`src/design/topkt_pkg.sv`:
```
// Shared types and constants for the topic key table.
// Used by topkt_store, topkt_match and topic_key_table; depends on nothing.
package topkt_pkg;

  localparam logic [2:0] OP_LOOKUP       = 3'd0;
  localparam logic [2:0] OP_SET_KEY      = 3'd1;
  localparam logic [2:0] OP_REMOVE       = 3'd2;
  localparam logic [2:0] OP_RESET        = 3'd3;
  localparam logic [2:0] OP_SET_ID_KEY   = 3'd4;
  localparam logic [2:0] OP_SET_ID_ENTRY = 3'd5;

  localparam logic STATUS_OK   = 1'b0;
  localparam logic STATUS_FAIL = 1'b1;

  localparam int HASH_PORT_BITS = 128;
  localparam int KEY_PORT_BITS  = 256;

  // Write enables for the two halves of a table entry.
  typedef struct packed {
    logic hash_we;
    logic key_we;
  } wr_en_t;

  // Outcome of comparing one stored hash against the target.
  typedef struct packed {
    logic hit;
    logic last;
  } match_t;

endpackage

```
`src/design/topkt_match.sv`:
```
// Shared hash compare unit for the topic key table scan.
// Compares the entry just read against the target and flags the last used entry.
// Depends on topkt_pkg.
module topkt_match #(
  parameter int HASH_BITS = 128,
  parameter int IDX_W     = 6,
  parameter int CNT_W     = 7
) (
  input  logic [HASH_BITS-1:0] rd_hash,
  input  logic [HASH_BITS-1:0] target,
  input  logic                 cmp_vld,
  input  logic [IDX_W-1:0]     cmp_idx,
  input  logic [CNT_W-1:0]     count,
  output topkt_pkg::match_t    result
);

  always_comb begin
    result.hit  = cmp_vld && (rd_hash == target);
    result.last = cmp_vld && ((CNT_W'(cmp_idx) + CNT_W'(1)) == count);
  end

endmodule
```
`config.mk`:
```
export PLATFORM = sky130hd
export DESIGN_NAME = topkt_match
export DESIGN_NICKNAME = d
export VERILOG_FILES = /design/src/design/topkt_pkg.sv /design/src/design/topkt_match.sv
export SDC_FILE = /design/constraint.sdc
export NUM_CORES = 1
export LEC_CHECK = 0
export BUFFER_PORTS_ARGS = -buffer_cell sky130_fd_sc_hd__buf_2
export CAP_MARGIN = 30
export CELL_PAD_IN_SITES_DETAIL_PLACEMENT = 2
export CELL_PAD_IN_SITES_GLOBAL_PLACEMENT = 2
export CORE_AREA = 2 2 126 128
export DETAILED_ROUTE_END_ITERATION = 8
export DIE_AREA = 0 0 128 130
export GPL_ROUTABILITY_DRIVEN = 1
export PLACE_DENSITY = 0.93
export SLEW_MARGIN = 20
export SYNTH_ARGS = -nofsm -noshare
export SYNTH_HDL_FRONTEND = slang
export SYNTH_SLANG_ARGS = --single-unit
```
`constraint.sdc`:
```
create_clock -name vclk -period 1.9
set_clock_uncertainty 0.05 [all_clocks]
set_input_delay 0 -clock vclk [all_inputs]
set_output_delay 0 -clock vclk [all_outputs]
set_load 0.05 [all_outputs]
```
==> impl_metrics.csv <==
group,metric,value,unit
global_route,globalRouteOverflowTotal,0,
floorplan,num_rows,46,
finish,stdcell_count,747,
route,avgRoutedWirePerCell,17.67,um
route,vias_per_cell,4.190,
global_route,track_usage,14.38,%
placement,io_buffers,272,
finish,nets,826,
sta,worst_slew_pin_slew,0.5525,ns
flow_run,drv_cap,0,
sta,slew_headroom,63.17,%
hold_path,whs_path_depth,4,
floorplan,core_area,15420,sq um
synthesis,yosys-top-cells-count,"inv_1, xor2_1, xnor2_1",
synthesis,synth_cell_types,35,
route,wl,13200,um
sta,drv_slew,0,
power_and_ir_drop,powerDensity,201.8,nW/um^2
worst_setup_path,path_class,"primary input to output pin",
synthesis,yosysTopAreaCellShare,21.92,%
worst_setup_path,crit_start,"target[79]",
worst_setup_path,crit_path_end_kind,"output pin",
global_route,grt_max_degree,5,
placement,dpl.cell_count,745,
synthesis,syn_avg_cell_area,6.811,sq um
synthesis,synth_area,1798,sq um
synthesis,yosys_warnings,0,
hold_path,hold_path.class,"primary input to output pin",
floorplan,die_area,16640,sq um
floorplan,start_util,11.66,%
sta,finalCritPeriodShare,109.0,%
finish,syn_to_final_growth,100.4,%
sta,final_hold_viol_count,0,
sta,rsz0062_at_grt,"true",
synthesis,synth_largest_area_cell,"xor2_1",
global_route,grt_pass1_vias,3376,
synthesis,yosysSeqAreaShare,0,%
finish,nClkBuffers,0,
synthesis,synth_nets,535,
worst_setup_path,endpoint,"result[1]",
worst_setup_path,worstPathRequired,1.85,ns
route,vias,3130,
outcome,violations,"setup timing",
floorplan,ios,272,
route,dr.pass1.iters,4,
power_and_ir_drop,p_leak,1.956,nW
placement,gp_congestion,0.8453,
worst_setup_path,cp.arrival,2.02,ns
power_and_ir_drop,vdd_drop_max,53.18,uV
clocking,hold_buffers,0,
sta,finalSetupViolations,1,
sta,finalCriticalPeriod,2.071,ns
sta,final.setup.worst_slack,-0.1714,ns
finish,seqCellArea,0,sq um
route,drc,0,
global_route,grt_antenna_before_repair,2,
route,ant_nets,0,
sta,max_freq,482.8,MHz
placement,hpwlAfterDp,12670,um
finish,design_area,3603,sq um
outcome,status,"finished with violations",
synthesis,syn_inst,264,
worst_setup_path,worstPathMaxFanout,2,
synthesis,yosysMostFrequentCell,"inv_1",
finish,drive_gt1_share,54.43,%
synthesis,synth_area_leaders,"xor2_1, xnor2_1, inv_1",
finish,design.seq.count,0,
placement,dpl_cell_area,3555,sq um
floorplan,dieWidth,128,um
route,drt_iter0_drc,43,
global_route,grt_first_pass_wirelength,18200,um
floorplan,die_h,130,um
worst_setup_path,cp-start-kind,"primary input",
routing by layer:
metal / vias up / track usage, % / share of wire (%)
li1: 1525 / - / -
met1: 1454 / 17.01 / 39
met2: 147 / 28.41 / 54
met3: 4 / 2.214 / 7.0
met4: 0 / 1.034 / 0.47
met5: - / 0 / 0
cell families after synthesis:
family          after synthesis  synth area share [%]
compound gates               54                 23.59
xor+xnor                     76                 37.02
fa+ha+maj                     1                0.6958
buf+inv                      55                 11.48
simple gates                 78                 27.21
worst min path at each step:
stage                           end  startpoint  slack (ns)
after floorplan           result[1]     cmp_vld        0.19
after global placement    result[1]     cmp_vld        0.46
after detailed placement  result[1]     cmp_vld        0.48
after CTS                 result[1]     cmp_vld        0.48
after global routing      result[1]     cmp_vld        0.50
final                     result[1]     cmp_vld        0.46
cells in the final DEF, fill, tap and decap left out, types with 2 or more instances in the layout:
| cell type | Yosys | routed |
|---|---|---|
| nand2b_1 | 18 | 18 |
| nand3_1 | 5 | 5 |
| nor2b_1 | 10 | 10 |
| nand4_1 | 11 | 11 |
| o22ai_1 | 19 | 19 |
| inv_1 | 52 | 52 |
| a22oi_1 | 8 | 8 |
| buf_4 | 0 | 17 |
| nor4_1 | 13 | 10 |
| o2111ai_1 | 7 | 7 |
| nor3_1 | 6 | 5 |
| xnor2_1 | 31 | 30 |
| nand4b_1 | 2 | 2 |
| diode_2 | 0 | 2 |
| xor2_1 | 45 | 45 |
| a2111o_1 | 2 | 2 |
| buf_2 | 0 | 271 |
| a2111oi_0 | 3 | 3 |
| inv_2 | 3 | 3 |
| nand2_1 | 3 | 3 |
| a221oi_1 | 5 | 5 |
| o2bb2ai_1 | 4 | 4 |
| nor2_1 | 2 | 2 |
| nor4_2 | 1 | 3 |
power by group:
group	switching, mW	internal, mW	leakage (nW)
sequential	0	0	0
clock	0	0.000000141	0.0000127
combinational	0.336	0.392	1.96
layout make-up:
| type | count | area (sq um) |
|---|---|---|
| tap | 192 | 240.2 |
| antenna | 2 | 5.005 |
| inverter | 55 | 206.4 |
| fill | 1916 | 11820 |
| timing repair buffer | 289 | 1504 |
| multi-input combinational | 209 | 1648 |
critical path, stage by stage:
cell	delay (ns)
buf_2	0.11
nor2b_1	0.13
a2111o_1	0.42
a2111oi_4	0.29
nand4_1	0.17
or4_4	0.47
nor4_4	0.23
buf_12	0.18
stage by stage:
step                total power, mW  setup WS, ns  setup TNS (ns)  util (%)  hold WS (ns)
detailed placement           0.7253       -0.3041         -0.3041     23.05        0.4763
global placement             0.6997       -0.3121         -0.3121     23.05        0.4564
global route                 0.8013       -0.2230         -0.2230     23.36        0.5030
finish                       0.7273       -0.1714         -0.1714     23.36        0.4635
CTS                          0.7381       -0.1943         -0.1943     23.26        0.4783
floorplan                    0.2621      0.006546               0         -        0.1949
what timing repair did:
item / 4_1_cts / 5_1_grt
pin swaps: 2 / 2
endpoints found under the setup margin: 1 / 1
gates resized for setup: 4 / 2
endpoints found under the hold margin: 0 / 0
buffers inserted: 0 / 0
Power figures use the tool's default switching activity.
